`src/rtl/core/gjdu_pkg.sv`:
```
// Shared types, constants and table functions of the Gregorian/Julian date unit.
`default_nettype none
package gjdu_pkg;

	localparam logic [1:0] REQ_SET_DATE = 2'd0;
	localparam logic [1:0] REQ_SET_JDN  = 2'd1;
	localparam logic [1:0] REQ_ADD_DAYS = 2'd2;
	localparam logic [1:0] REQ_CHECK    = 2'd3;

	localparam int DIV_W  = 28;
	localparam int QUO_W  = 9;
	localparam int RCP_W  = 26;
	localparam int DSR_W  = 21;
	localparam int QEST_W = 22;
	localparam int RCP_SH = 32;

	localparam logic [22:0] JDN_MAX     = 23'd8388607;
	localparam logic [23:0] JDN_BIAS    = 24'd68569;
	localparam logic [22:0] JDN_EPOCH   = 23'd1721119;
	localparam logic [22:0] JDN_YEAR_M1 = 23'd1720754;
	localparam logic [14:0] YEAR_MAX    = 15'd9999;
	localparam logic [13:0] RESET_YEAR  = 14'd2000;
	localparam logic [3:0]  RESET_MONTH = 4'd1;
	localparam logic [4:0]  RESET_DAY   = 5'd1;
	localparam logic [22:0] RESET_JDN   = 23'd2451545;

	typedef enum logic [2:0] {
		DV_N,
		DV_I,
		DV_J,
		DV_D,
		DV_Y
	} div_sel_t;

	typedef enum logic [3:0] {
		OP_NONE,
		OP_CAPTURE,
		OP_L2A,
		OP_L2B,
		OP_L3A,
		OP_L3B,
		OP_JCAP,
		OP_YMD,
		OP_JA,
		OP_JB,
		OP_COMMIT,
		OP_FINISH
	} dp_op_t;

	typedef enum logic [4:0] {
		S_IDLE,
		S_N_GO,
		S_N_WT,
		S_L2A,
		S_L2B,
		S_I_GO,
		S_I_WT,
		S_L3A,
		S_L3B,
		S_J_GO,
		S_J_WT,
		S_D_GO,
		S_D_WT,
		S_YMD,
		S_Y_GO,
		S_Y_WT,
		S_JA,
		S_JB,
		S_COMMIT,
		S_DONE
	} state_t;

	typedef struct packed {
		dp_op_t   op;
		logic     div_start;
		div_sel_t div_sel;
	} dp_cmd_t;

	typedef struct packed {
		logic div_busy;
		logic bad;
	} dp_sts_t;

	// Reciprocal of the divisor scaled by two to the power RCP_SH, rounded down.
	function automatic logic [RCP_W-1:0] div_recip(input div_sel_t sel);
		logic [RCP_W-1:0] r;
		case (sel)
			DV_N:    r = 26'd29398;
			DV_I:    r = 26'd2939;
			DV_J:    r = 26'd1755197;
			DV_D:    r = 26'd53687091;
			DV_Y:    r = 26'd42949672;
			default: r = 26'd42949672;
		endcase
		return r;
	endfunction

	function automatic logic [DSR_W-1:0] div_divisor(input div_sel_t sel);
		logic [DSR_W-1:0] r;
		case (sel)
			DV_N:    r = 21'd146097;
			DV_I:    r = 21'd1461001;
			DV_J:    r = 21'd2447;
			DV_D:    r = 21'd80;
			DV_Y:    r = 21'd100;
			default: r = 21'd100;
		endcase
		return r;
	endfunction

	function automatic logic [4:0] month_len(input logic [3:0] m);
		logic [4:0] r;
		case (m)
			4'd2:                      r = 5'd28;
			4'd4, 4'd6, 4'd9, 4'd11:   r = 5'd30;
			4'd1, 4'd3, 4'd5, 4'd7,
			4'd8, 4'd10, 4'd12:        r = 5'd31;
			default:                   r = 5'd0;
		endcase
		return r;
	endfunction

	// Days before the month with March as the first month of the year.
	function automatic logic [8:0] month_term(input logic [3:0] m);
		logic [8:0] r;
		case (m)
			4'd1:    r = 9'd306;
			4'd2:    r = 9'd337;
			4'd3:    r = 9'd0;
			4'd4:    r = 9'd31;
			4'd5:    r = 9'd61;
			4'd6:    r = 9'd92;
			4'd7:    r = 9'd122;
			4'd8:    r = 9'd153;
			4'd9:    r = 9'd184;
			4'd10:   r = 9'd214;
			4'd11:   r = 9'd245;
			4'd12:   r = 9'd275;
			default: r = 9'd0;
		endcase
		return r;
	endfunction

	// Since eight is one more than seven, octal digits fold the value modulo seven.
	function automatic logic [2:0] weekday_of(input logic [22:0] jdn);
		logic [23:0] x;
		logic [5:0]  s1;
		logic [3:0]  s2;
		logic [3:0]  s3;
		x  = {1'b0, jdn} + 24'd1;
		s1 = 6'd0;
		for (int k = 0; k < 8; k++) begin
			s1 = s1 + {3'b000, x[3*k +: 3]};
		end
		s2 = {1'b0, s1[5:3]} + {1'b0, s1[2:0]};
		s3 = {3'b000, s2[3]} + {1'b0, s2[2:0]};
		if (s3 >= 4'd7) begin
			s3 = s3 - 4'd7;
		end
		return s3[2:0];
	endfunction

endpackage
`default_nettype wire

```
`src/rtl/core/gjdu_div.sv`:
```
// Divider by a selected constant: reciprocal multiply, remainder and one correction step.
`default_nettype none
module gjdu_div (
	input  wire logic                        clk,
	input  wire logic                        arst_n,
	input  wire logic                        start,
	input  wire gjdu_pkg::div_sel_t          sel,
	input  wire logic [gjdu_pkg::DIV_W-1:0]  dividend,
	output logic                             busy,
	output logic [gjdu_pkg::QUO_W-1:0]       quo,
	output logic [gjdu_pkg::DIV_W-1:0]       rem
);
	import gjdu_pkg::*;

	logic [DIV_W-1:0]  x_q;
	logic [RCP_W-1:0]  rcp_q;
	logic [DSR_W-1:0]  dsr_q;
	logic [QEST_W-1:0] qe_q;
	logic [DIV_W-1:0]  r0_q;
	logic [QUO_W-1:0]  quo_q;
	logic [DIV_W-1:0]  rem_q;
	logic [1:0]        ph_q;
	logic              busy_q;
	logic [QEST_W-1:0] qe;
	logic [DIV_W-1:0]  dsr_ext;
	logic [DIV_W-1:0]  qd;
	logic              ge;

	// The estimate is the true quotient or one less, so a single correction suffices.
	assign qe      = QEST_W'(({{RCP_W{1'b0}}, x_q} * {{DIV_W{1'b0}}, rcp_q}) >> RCP_SH);
	assign dsr_ext = {{(DIV_W-DSR_W){1'b0}}, dsr_q};
	assign qd      = {{(DIV_W-QEST_W){1'b0}}, qe_q} * dsr_ext;
	assign ge      = (r0_q >= dsr_ext);

	always_ff @(posedge clk or negedge arst_n) begin
		if (!arst_n) begin
			busy_q <= 1'b0;
			ph_q   <= '0;
		end else if (start) begin
			busy_q <= 1'b1;
			ph_q   <= '0;
		end else if (busy_q) begin
			ph_q <= ph_q + 2'd1;
			if (ph_q == 2'd2) begin
				busy_q <= 1'b0;
			end
		end
	end

	always_ff @(posedge clk) begin
		if (start) begin
			x_q   <= dividend;
			rcp_q <= div_recip(sel);
			dsr_q <= div_divisor(sel);
		end else if (busy_q) begin
			case (ph_q)
				2'd0: qe_q <= qe;
				2'd1: r0_q <= x_q - qd;
				default: begin
					quo_q <= ge ? QUO_W'(qe_q + QEST_W'(1)) : QUO_W'(qe_q);
					rem_q <= ge ? (r0_q - dsr_ext) : r0_q;
				end
			endcase
		end
	end

	assign busy = busy_q;
	assign quo  = quo_q;
	assign rem  = rem_q;
endmodule
`default_nettype wire

```
`src/rtl/core/gjdu_dp.sv`:
```
// Datapath: date state, conversion registers, shared divider and result register.
`default_nettype none
module gjdu_dp (
	input  wire logic                 clk,
	input  wire logic                 arst_n,
	input  wire gjdu_pkg::dp_cmd_t    cmd,
	output gjdu_pkg::dp_sts_t         sts,
	input  wire logic [1:0]           req_type,
	input  wire logic [13:0]          year_in,
	input  wire logic [3:0]           month_in,
	input  wire logic [4:0]           day_in,
	input  wire logic [22:0]          julian_in,
	input  wire logic signed [22:0]   day_offset,
	output logic                      status,
	output logic [13:0]               year_out,
	output logic [3:0]                month_out,
	output logic [4:0]                day_out,
	output logic [22:0]               julian_out,
	output logic [2:0]                weekday
);
	import gjdu_pkg::*;

	logic [13:0] cur_year_q;
	logic [3:0]  cur_month_q;
	logic [4:0]  cur_day_q;
	logic [22:0] cur_julian_q;

	logic        bad_q;
	logic        ok_q;
	logic [23:0] l_q;
	logic [25:0] t_q;
	logic [7:0]  n_q;
	logic [6:0]  i_q;
	logic [3:0]  j_q;
	logic [15:0] y_q;
	logic [3:0]  m_q;
	logic [4:0]  d_q;
	logic [22:0] acc_q;
	logic [7:0]  qp_q;
	logic [11:0] yp4_q;
	logic [22:0] jdn_q;

	logic [DIV_W-1:0] div_a;
	logic             div_busy;
	logic [QUO_W-1:0] quo;
	logic [DIV_W-1:0] rem;

	logic signed [24:0] jd_sum;
	logic [22:0] jd_sel;
	logic        jd_bad;
	logic        l4;
	logic [8:0]  nm;
	logic        r0;
	logic        ok_y;
	logic        leap;
	logic [4:0]  len;
	logic        ok_c;
	logic        adj;
	logic        yneg;
	logic [13:0] yp;
	logic [7:0]  qp_c;

	gjdu_div u_div (
		.clk      (clk),
		.arst_n   (arst_n),
		.start    (cmd.div_start),
		.sel      (cmd.div_sel),
		.dividend (div_a),
		.busy     (div_busy),
		.quo      (quo),
		.rem      (rem)
	);

	always_comb begin
		case (cmd.div_sel)
			DV_N:    div_a = {2'b00, l_q, 2'b00};
			DV_I:    div_a = ({11'd0, l_q[16:0]} + 28'd1) * 28'd4000;
			DV_J:    div_a = {18'd0, l_q[9:0]} * 28'd80;
			DV_D:    div_a = {24'd0, quo[3:0]} * 28'd2447;
			DV_Y:    div_a = {14'd0, y_q[13:0]};
			default: div_a = '0;
		endcase
	end

	always_comb begin
		jd_sum = $signed({2'b00, cur_julian_q}) + $signed({{2{day_offset[22]}}, day_offset});
		jd_sel = (req_type == REQ_SET_JDN) ? julian_in : jd_sum[22:0];
		jd_bad = (req_type == REQ_ADD_DAYS) && (jd_sum[24] || jd_sum[23]);

		l4 = (j_q >= 4'd11);
		nm = {1'b0, n_q} - 9'd49;

		r0   = (rem == '0);
		ok_y = !y_q[15] && (y_q[14:0] <= YEAR_MAX);
		leap = ((y_q[1:0] == 2'b00) && !r0) || (r0 && (quo[1:0] == 2'b00));
		len  = month_len(m_q) + {4'd0, (m_q == 4'd2) && leap};
		ok_c = ok_y && (m_q >= 4'd1) && (m_q <= 4'd12) && (d_q != 5'd0) && (d_q <= len);
		adj  = (m_q < 4'd3);
		yneg = adj && (y_q[13:0] == 14'd0);
		yp   = y_q[13:0] - {13'd0, adj};
		qp_c = (adj && r0) ? (quo[7:0] - 8'd1) : quo[7:0];
	end

	always_ff @(posedge clk or negedge arst_n) begin
		if (!arst_n) begin
			cur_year_q   <= RESET_YEAR;
			cur_month_q  <= RESET_MONTH;
			cur_day_q    <= RESET_DAY;
			cur_julian_q <= RESET_JDN;
			bad_q        <= 1'b0;
			ok_q         <= 1'b0;
		end else begin
			case (cmd.op)
				OP_CAPTURE: bad_q <= jd_bad;
				OP_JA:      ok_q  <= ok_c;
				OP_COMMIT: begin
					if (ok_q && !bad_q) begin
						cur_year_q   <= y_q[13:0];
						cur_month_q  <= m_q;
						cur_day_q    <= d_q;
						cur_julian_q <= jdn_q;
					end
				end
				default: ;
			endcase
		end
	end

	always_ff @(posedge clk) begin
		case (cmd.op)
			OP_CAPTURE: begin
				y_q <= {2'b00, year_in};
				m_q <= month_in;
				d_q <= day_in;
				l_q <= {1'b0, jd_sel} + JDN_BIAS;
			end
			OP_L2A: begin
				n_q <= quo[7:0];
				t_q <= {18'd0, quo[7:0]} * 26'd146097 + 26'd3;
			end
			OP_L2B: l_q <= l_q - t_q[25:2];
			OP_L3A: begin
				i_q <= quo[6:0];
				t_q <= {19'd0, quo[6:0]} * 26'd1461;
			end
			OP_L3B: l_q <= l_q - t_q[25:2] + 24'd31;
			OP_JCAP: j_q <= quo[3:0];
			OP_YMD: begin
				d_q <= l_q[4:0] - quo[4:0];
				m_q <= j_q + 4'd2 - (l4 ? 4'd12 : 4'd0);
				y_q <= {{7{nm[8]}}, nm} * 16'd100 + {9'd0, i_q} + {15'd0, l4};
			end
			OP_JA: begin
				acc_q <= yneg ? JDN_YEAR_M1 : ({9'd0, yp} * 23'd365 + JDN_EPOCH);
				qp_q  <= yneg ? 8'd0 : qp_c;
				yp4_q <= yneg ? 12'd0 : yp[13:2];
			end
			OP_JB: begin
				jdn_q <= acc_q + {18'd0, d_q} + {14'd0, month_term(m_q)} + {11'd0, yp4_q}
					- {15'd0, qp_q} + {17'd0, qp_q[7:2]};
			end
			OP_FINISH: begin
				status     <= bad_q || !ok_q;
				year_out   <= cur_year_q;
				month_out  <= cur_month_q;
				day_out    <= cur_day_q;
				julian_out <= cur_julian_q;
				weekday    <= weekday_of(cur_julian_q);
			end
			default: ;
		endcase
	end

	assign sts.div_busy = div_busy;
	assign sts.bad      = bad_q;
endmodule
`default_nettype wire

```
`src/rtl/core/gjdu_ctrl.sv`:
```
// Controller: sequences one request through the datapath and owns the handshakes.
`default_nettype none
module gjdu_ctrl (
	input  wire logic               clk,
	input  wire logic               arst_n,
	input  wire logic               in_valid,
	output logic                    in_stall,
	input  wire logic [1:0]         req_type,
	output logic                    out_valid,
	input  wire logic               out_stall,
	output gjdu_pkg::dp_cmd_t       cmd,
	input  wire gjdu_pkg::dp_sts_t  sts
);
	import gjdu_pkg::*;

	state_t     state_q;
	state_t     state_d;
	logic [1:0] req_q;
	logic       out_valid_q;
	logic       slot_free;

	assign slot_free = !out_valid_q || !out_stall;

	always_comb begin
		state_d = state_q;
		unique case (state_q)
			S_IDLE: begin
				if (in_valid) begin
					if (req_type == REQ_SET_JDN || req_type == REQ_ADD_DAYS) begin
						state_d = S_N_GO;
					end else begin
						state_d = S_Y_GO;
					end
				end
			end
			S_N_GO:   state_d = sts.bad ? S_DONE : S_N_WT;
			S_N_WT:   state_d = sts.div_busy ? S_N_WT : S_L2A;
			S_L2A:    state_d = S_L2B;
			S_L2B:    state_d = S_I_GO;
			S_I_GO:   state_d = S_I_WT;
			S_I_WT:   state_d = sts.div_busy ? S_I_WT : S_L3A;
			S_L3A:    state_d = S_L3B;
			S_L3B:    state_d = S_J_GO;
			S_J_GO:   state_d = S_J_WT;
			S_J_WT:   state_d = sts.div_busy ? S_J_WT : S_D_GO;
			S_D_GO:   state_d = S_D_WT;
			S_D_WT:   state_d = sts.div_busy ? S_D_WT : S_YMD;
			S_YMD:    state_d = S_Y_GO;
			S_Y_GO:   state_d = S_Y_WT;
			S_Y_WT:   state_d = sts.div_busy ? S_Y_WT : S_JA;
			S_JA:     state_d = S_JB;
			S_JB:     state_d = (req_q == REQ_CHECK) ? S_DONE : S_COMMIT;
			S_COMMIT: state_d = S_DONE;
			S_DONE:   state_d = slot_free ? S_IDLE : S_DONE;
			default:  state_d = S_IDLE;
		endcase
	end

	always_comb begin
		cmd.op        = OP_NONE;
		cmd.div_start = 1'b0;
		cmd.div_sel   = DV_N;
		unique case (state_q)
			S_IDLE:   cmd.op = in_valid ? OP_CAPTURE : OP_NONE;
			S_N_GO:   cmd.div_start = !sts.bad;
			S_L2A:    cmd.op = OP_L2A;
			S_L2B:    cmd.op = OP_L2B;
			S_I_GO: begin
				cmd.div_start = 1'b1;
				cmd.div_sel   = DV_I;
			end
			S_L3A:    cmd.op = OP_L3A;
			S_L3B:    cmd.op = OP_L3B;
			S_J_GO: begin
				cmd.div_start = 1'b1;
				cmd.div_sel   = DV_J;
			end
			S_D_GO: begin
				cmd.op        = OP_JCAP;
				cmd.div_start = 1'b1;
				cmd.div_sel   = DV_D;
			end
			S_YMD:    cmd.op = OP_YMD;
			S_Y_GO: begin
				cmd.div_start = 1'b1;
				cmd.div_sel   = DV_Y;
			end
			S_JA:     cmd.op = OP_JA;
			S_JB:     cmd.op = OP_JB;
			S_COMMIT: cmd.op = OP_COMMIT;
			S_DONE:   cmd.op = slot_free ? OP_FINISH : OP_NONE;
			default:  cmd.op = OP_NONE;
		endcase
	end

	always_ff @(posedge clk or negedge arst_n) begin
		if (!arst_n) begin
			state_q     <= S_IDLE;
			req_q       <= REQ_SET_DATE;
			out_valid_q <= 1'b0;
		end else begin
			state_q <= state_d;
			if (state_q == S_IDLE && in_valid) begin
				req_q <= req_type;
			end
			if (cmd.op == OP_FINISH) begin
				out_valid_q <= 1'b1;
			end else if (!out_stall) begin
				out_valid_q <= 1'b0;
			end
		end
	end

	assign in_stall  = (state_q != S_IDLE);
	assign out_valid = out_valid_q;
endmodule
`default_nettype wire

```
`src/rtl/core/gregorian_julian_date_unit.sv`:
```
// One transaction is in work at a time and the next is taken in the cycle after a result is
// loaded; each constant division uses the shared reciprocal divider, and a day addition that
// leaves the range skips the conversion and goes straight to its result.
// A result waits in its own register; one still waiting holds the next result back.
// Reset (asynchronous, active low) gives 2000-01-01, Julian day 2451545, no result pending.
`default_nettype none
module gregorian_julian_date_unit (
	input  wire logic               clk,
	input  wire logic               arst_n,
	input  wire logic               in_valid,
	output logic                    in_stall,
	input  wire logic [1:0]         req_type,
	input  wire logic [13:0]        year_in,
	input  wire logic [3:0]         month_in,
	input  wire logic [4:0]         day_in,
	input  wire logic [22:0]        julian_in,
	input  wire logic signed [22:0] day_offset,
	output logic                    out_valid,
	input  wire logic               out_stall,
	output logic                    status,
	output logic [13:0]             year_out,
	output logic [3:0]              month_out,
	output logic [4:0]              day_out,
	output logic [22:0]             julian_out,
	output logic [2:0]              weekday
);
	import gjdu_pkg::*;

	dp_cmd_t cmd;
	dp_sts_t sts;

	gjdu_ctrl u_ctrl (
		.clk       (clk),
		.arst_n    (arst_n),
		.in_valid  (in_valid),
		.in_stall  (in_stall),
		.req_type  (req_type),
		.out_valid (out_valid),
		.out_stall (out_stall),
		.cmd       (cmd),
		.sts       (sts)
	);

	gjdu_dp u_dp (
		.clk        (clk),
		.arst_n     (arst_n),
		.cmd        (cmd),
		.sts        (sts),
		.req_type   (req_type),
		.year_in    (year_in),
		.month_in   (month_in),
		.day_in     (day_in),
		.julian_in  (julian_in),
		.day_offset (day_offset),
		.status     (status),
		.year_out   (year_out),
		.month_out  (month_out),
		.day_out    (day_out),
		.julian_out (julian_out),
		.weekday    (weekday)
	);

`ifndef ASSERT_OFF
	a_no_restart: assert property (@(posedge clk) disable iff (!arst_n)
		cmd.div_start |-> !sts.div_busy)
		else $error("divider started while busy");

	a_no_instant_result: assert property (@(posedge clk) disable iff (!arst_n)
		(in_valid && !in_stall) |=> !$rose(out_valid))
		else $error("result raised right after acceptance");

	a_result_range: assert property (@(posedge clk) disable iff (!arst_n)
		out_valid |-> (month_out >= 4'd1 && month_out <= 4'd12 && weekday <= 3'd6
			&& day_out != 5'd0))
		else $error("result date out of range");
`endif
endmodule
`default_nettype wire

```
`config.mk`:
```
export PLATFORM = sky130hd
export DESIGN_NAME = gregorian_julian_date_unit
export DESIGN_NICKNAME = d
export VERILOG_FILES = /design/src/rtl/core/gjdu_pkg.sv /design/src/rtl/core/gjdu_div.sv /design/src/rtl/core/gjdu_dp.sv /design/src/rtl/core/gjdu_ctrl.sv /design/src/rtl/core/gregorian_julian_date_unit.sv
export SDC_FILE = /design/constraint.sdc
export NUM_CORES = 2
export LEC_CHECK = 0
export BUFFER_PORTS_ARGS = -buffer_cell sky130_fd_sc_hd__buf_2
export CORE_ASPECT_RATIO = 0.6
export CORE_MARGIN = 5
export CORE_UTILIZATION = 30
export DETAILED_ROUTE_END_ITERATION = 10
export REMOVE_ABC_BUFFERS = 1
export SLEW_MARGIN = 20
export SYNTH_ARGS = -nofsm -noshare
export SYNTH_HDL_FRONTEND = slang
export SYNTH_SLANG_ARGS = --single-unit
```
`constraint.sdc`:
```
create_clock -name clk -period 22.7 [get_ports clk]
set_clock_uncertainty 0.2 [all_clocks]
set_input_delay 1.135 -clock clk [delete_from_list [all_inputs] [get_ports clk]]
set_output_delay 1.135 -clock clk [all_outputs]
set_load 0.01 [all_outputs]
```
==> Yosys cells after proc, flatten, opt, wreduce, memory -nomap -nowiden <==
Memory sizes are Yosys's and may differ from the RTL's. A register that Yosys moved wholly into a read port is not among the register bits.
Index checks and enable logic that the tools add are counted.
{ "word_totals": {"latch_bits": 0, "mem_bits_rw": 0, "out_inout_bits": 52, "romBits": 224, "memories": 2, "input_bits": 75, "elab_cells": 218, "ff_bits": 430} }
{ "op_classes": {"n_reduce_logical": 43, "n_shift": 0, "n_mul": 9, "bitwise_logic": 2, "order_cmp": 8, "n_div": 0, "n_mux": 40, "add_sub_neg": 36, "n_eq_ne": 42} }
{ "memory_table": {"columns": ["memory", "depth", "width", "read_ports", "rd_ports_with_merged_regs", "write_ports", "line", "rtl"], "rows": [
  ["(name not given)", 16, 9, 1, 1, 0, "gjdu_pkg.sv:126", "case (m)"],
  ["(name not given)", 16, 5, 1, 1, 0, "gjdu_pkg.sv:113", "case (m)"]
]} }
{ "ops": {"columns": ["operator", "n"], "rows": [
  ["case mux 28 bit (5 select lines)", 1],
  ["case mux 26 bit (4 select lines)", 1],
  ["case mux 5 bit (20 select lines)", 1],
  ["case mux 21 bit (4 select lines)", 1],
  ["case mux 24 bit (3 select lines)", 1],
  ["multiplier 28 x 26 -> 54 bit", 1],
  ["case mux 26 bit (2 select lines)", 1],
  ["case mux 4 bit (11 select lines)", 1],
  ["== test 5 x 4 -> 1 bit, second input constant", 8],
  ["adder 6 x 3 -> 6 bit", 6],
  ["case mux 16 bit (2 select lines)", 1],
  ["greater-or-equal comparator 28 x 21 -> 1 bit", 1],
  ["zero test 28 bit", 1],
  ["multiplier 22 x 21 -> 28 bit", 1],
  ["multiplier 28 x 7 -> 23 bit, second input constant", 1],
  ["2-to-1 mux 28 bit", 1],
  ["subtractor 28 x 21 -> 28 bit", 1],
  ["subtractor 28 bit", 1],
  ["adder 26 x 2 -> 26 bit, second input constant", 1],
  ["multiplier 8 x 18 -> 26 bit, second input constant", 1],
  ["adder 24 x 23 -> 25 bit", 1],
  ["adder 23 x 1 -> 24 bit, second input constant", 1],
  ["adder 23 x 17 -> 24 bit, second input constant", 1],
  ["adder 24 x 5 -> 24 bit, second input constant", 1],
  ["other kinds (76)", 144]
]} }

==> Depth between registers and ports, before layout <==
{ "logic_depth": {"word_depth": 12, "mapped_depth": 30, "depth_no_buf": 29} }

==> Cells and area by module <==
Synthesis repeated with hierarchy kept, for this count alone.
{ "hier_totals": {"cells_unflattened": 7110, "area_unflattened_um2": 68324.3} }
{ "by_module_without_submodules": {"columns": ["mod", "cells_per_inst", "seq_area_each_um2", "instances", "area_per_inst_um2"], "rows": [
  ["gjdu_div", 3951, 4219.0, 1, 37850.1],
  ["gjdu_dp", 3060, 7709.9, 1, 29711.0],
  ["gjdu_ctrl", 99, 200.2, 1, 763.2]
]} }

==> Worst setup path after synthesis <==
No wires, ideal clock.
{ "synth_timing": {"path_kind": "flip-flop to flip-flop", "start": "register u_dp.u_div.rcp_q[2]", "end": "register u_dp.u_div.qe_q[18] (data pin)", "n_path_buf": 2, "t_required_ns": 22.242, "setup_ns": 0.258, "setup_slack_ns": 15.278, "arrival_time_ns": 6.965, "synth_period_minus_slack_ns": 7.422, "stages_incl_launch_ff": 27, "path_cell_list": "edfxtp_1 clkbuf_1 inv_1 clkbuf_1 nor2_1 fa_1 fa_1 inv_1 fa_1 fa_1 fa_1 inv_1 fa_1 fa_1 ha_1 a41o_1 a211oi_1 a211oi_1 a211oi_1 o211ai_1 a31oi_1 a211oi_1 o21a_1 o21a_1 o21a_1 nor2_1 xnor2_1"} }
{ "synth_via": {"elab_chain_cells": 1} }
{ "synth_lines": {"columns": ["item", "line", "rtl"], "rows": [
  ["start, declared", "gjdu_div.sv:16", "logic [RCP_W-1:0] rcp_q;"],
  ["start signal, assigned", "gjdu_div.sv:53", "rcp_q <= div_recip(sel);"],
  ["multiplier 28 x 26 -> 54 bit", "gjdu_div.sv:30", "assign qe = QEST_W'(({{RCP_W{1'b0}}, x_q} * {{DIV_W{1'b0}}, rcp_q}) >> RCP_SH);"],
  ["net u_dp.u_div.qe[18]", "gjdu_div.sv:24", "logic [QEST_W-1:0] qe;"],
  ["end signal, assigned", "gjdu_div.sv:57", "2'd0: qe_q <= qe;"],
  ["end, declared", "gjdu_div.sv:18", "logic [QEST_W-1:0] qe_q;"]
]} }
The timed path passes the listed nets, and every way through them passes these cells.
A chain may end at the register's enable or synchronous reset.

==> Worst setup path after layout <==
{ "layout_timing": {"start": "register u_dp.u_div.rcp_q[15]", "end": "register u_dp.u_div.qe_q[21] (data pin)"} }
The elaborated chain is that of the path after synthesis.

==> out/metrics.cfg <==
[status]
status = finished, final reports clean

[timing]
relSlewSlack = 0.2233
post-route-min-period_ns = 9.141
hold_viol = 0
slew_viol_final = 0
fin_tns_setup_ns = 0
worst_pin_slew_ns = 1.165
finalSetupViolations = 0
hold_ws_ns = 0.2356
rsz0062_at_grt = no
period_share = 0.4027
max_freq_ghz = 0.1094

[min_path]
hold_path.class = flip-flop to flip-flop

[clocking]
clock-sinks = 416
cts_resized = 0
cts_setup_buffers = 0
clkLatencyLatePin_ns = 0.68
h-tree-depth = 2
cts.clk_slew.worst_paths_ns = 0.06
cts_made_buffers = 49
cts_hold_buf = 0
cts_buffer_depth = 3
cts_tree = done
cts_root_buf = clkbuf_16

[global_route]
grt_pass1_vias = 49742
grt_max_degree = 60
grt_overflow = 0
grt_pass1_wl_um = 326200
track_usage = 0.1844
antenna_found_initial = 13

[flow_run]
cap_viol_max_count = 0

[logic_synthesis]
ys_seq_elements = 416
synth.distinct_cells = 107
synth_top_flop_cell = edfxtp_1
avgSynthCellArea_sq_um = 9.791
syn-instance-count = 6884
syn_area_sq_um = 67400
ys_warn_count = 0
ys_seq_area_frac = 0.1795
synth-edff-count = 345
async_reset_ff_frac = 0.1418

[placed_design]
port-buffer-count = 126
dpl.hpwl_um = 181600
gp_congestion = 1.012
placed_area_sq_um = 71560

[final_layout]
fill_cells = 22784
final_nets = 8867
utilization = 0.3291
syn_to_final_growth_pct = 8.868
stdcell_area_sq_um = 73380
drive_gt1_frac = 0.05924

[floorplan]
dieArea_sq_um = 234600
die_w_um = 621.9
io_pins = 127
fp-row-count = 134
die_h_um = 377.1
initial_core_util = 0.3023
core-area_sq_um = 223000

[worst_setup_path]
required_ns = 22.86
crit_slowest_cell = fa_1
rr_startpoint = u_dp.u_div.rcp_q[15]
crit_fanout = 31
start_kind = flip-flop
max_stage_delay_ns = 0.78
startpoint = u_dp.u_div.rcp_q[15]
rr_worst_depth = 27
critPathCaptureType = flip-flop
rrSetupSlack_ns = 13.56
cp_data_arrival_time_ns = 9.30
worst-setup-path-type = flip-flop to flip-flop
r2r-end = u_dp.u_div.qe_q[21]
crit_top_cell = fa_1
crit_family = adder cells
endpoint = u_dp.u_div.qe_q[21]
path_buf_inv = 6
cp.depth = 27

[detailed_routing]
wl_met1_um = 103600
routed_via_density = 4.909
dr_wl_met3_um = 29040
ant_nets = 0
vias = 48927
first_pass_iters = 6
drc = 0
routed_wl_um = 217300
wl_met2_um = 81170
top_layer = met4
wl_per_cell_um = 21.80
drtIter0Drc = 4852

-- cell type report --
cell class	instances	area, sq um	area share
repair buffers	189	1106	0.01507
well taps	2992	3744	0.05102
clock buffers	56	1284	0.01750
flip-flops and latches	416	12100	0.1649
clock inverters	36	513.0	0.006991
multi-input cells	4771	48980	0.6675
inverters	1504	5645	0.07694
diodes	3	7.507	0.0001023
-- worst reg2reg max path: cells and delay by family (launching register included) --
| kind | cells | cell delay (ns) |
|---|---|---|
| buffers and inverters | 6 | 1.11 |
| xor gates and xnor gates | 1 | 0.13 |
| adders and majority gates | 8 | 3.84 |
| AOI/OAI and AO/OA | 6 | 1.78 |
| and+or+nand+nor | 6 | 1.18 |
| DFF | 1 | 0.62 |
-- stage by stage --
stage                     std cells  worst slack, ns
after floorplan                6691            15.14
after global placement         9872            13.90
after detailed placement       9872            13.83
after CTS                      9964            13.73
after global routing           9965            13.29
final                          9967            13.56
-- flip-flops by register name, indices dropped and copies added (netlist names), 12 cells and up, named ones only --
register / flops
u_dp.acc_q: 23
u_dp.cur_julian_q: 23
u_dp.cur_year_q: 14
u_dp.jdn_q: 23
u_dp.julian_out: 23
u_dp.l_q: 24
u_dp.t_q: 24
u_dp.u_div.qe_q: 22
u_dp.u_div.r0_q: 28
u_dp.u_div.rcp_q: 19
u_dp.u_div.rem: 28
u_dp.u_div.x_q: 28
u_dp.y_q: 16
u_dp.year_out: 14
u_dp.yp4_q: 12
-- kinds of logic after synthesis --
kind of cell | count (synthesis) | synth area share
buffers and inverters | 1697 | 0.09468
AOI/OAI and AO/OA | 786 | 0.07773
adders and majority gates | 1861 | 0.4638
DFF | 416 | 0.1795
xor gates and xnor gates | 377 | 0.04899
muxes | 72 | 0.01205
and+or+nand+nor | 1675 | 0.1233
-- cell usage in the layout, fill, tap and decap left out, types with 12 or more instances in the layout --
| cell type | count |
|---|---|
| and3_1 | 49 |
| mux2_2 | 53 |
| buf_2 | 125 |
| a211oi_1 | 27 |
| edfxtp_1 | 345 |
| and2_1 | 428 |
| nand3_1 | 74 |
| o21ai_1 | 15 |
| dfstp_2 | 18 |
| fa_1 | 1062 |
| or3_1 | 17 |
| o21a_1 | 34 |
| buf_4 | 64 |
| nand2_1 | 551 |
| inv_1 | 1498 |
| a21o_1 | 86 |
| nor4_1 | 20 |
| o31ai_1 | 18 |
| clkinv_1 | 15 |
| o211ai_1 | 23 |
| xnor2_1 | 247 |
| o21bai_1 | 25 |
| o21ai_0 | 182 |
| xor2_1 | 130 |
| nor2_1 | 292 |
| or2_2 | 20 |
| dfrtp_1 | 41 |
| a31oi_1 | 23 |
| ha_1 | 799 |
| nor3_1 | 64 |
| nor2b_1 | 47 |
| nand4_1 | 29 |
| nand2b_1 | 29 |
| dfxtp_1 | 12 |
| a21oi_1 | 188 |
| clkbuf_16 | 50 |
| mux2i_1 | 17 |
-- synthesized netlist by cell type, drive strengths merged, types with 30 or more instances --
cell | number | share of area
nor2 | 295 | 0.016
xor2 | 130 | 0.017
edfxtp | 345 | 0.15
nand4 | 30 | 0.0029
nor3 | 66 | 0.0049
nor2b | 49 | 0.0047
and2 | 431 | 0.040
ha | 799 | 0.15
xnor2 | 247 | 0.032
and3 | 49 | 0.0045
o21ai | 199 | 0.015
inv | 1498 | 0.083
mux2 | 53 | 0.0089
a21oi | 191 | 0.014
nand3 | 75 | 0.0056
a21o | 86 | 0.0096
clkbuf | 170 | 0.0095
o21a | 35 | 0.0040
nand2 | 552 | 0.031
dfrtp | 41 | 0.015
fa | 1062 | 0.32
-- how the worst min path moves through the flow --
stage	from	endpoint	slack, ns	cells after the start
final	u_dp.cur_day_q[4]	u_dp.day_out[4]	0.24	0
after global routing	u_dp.cur_day_q[4]	u_dp.day_out[4]	0.25	0
after global placement	u_dp.cur_year_q[11]	u_dp.year_out[11]	0.23	0
after detailed placement	u_dp.cur_year_q[11]	u_dp.year_out[11]	0.23	0
after floorplan	u_dp.cur_day_q[1]	u_dp.day_out[1]	0.22	0
after CTS	u_dp.cur_day_q[4]	u_dp.day_out[4]	0.22	0
-- metal layers --
layer	vias up	global-route usage
met1	24632	0.2845
met2	2171	0.2412
met3	192	0.07257
li1	21932	-
met5	-	0
met4	0	0.02765
Power is left out: the tool's default activity adds up to more than one toggle a clock period on the data nets, which glitch-free logic cannot reach.
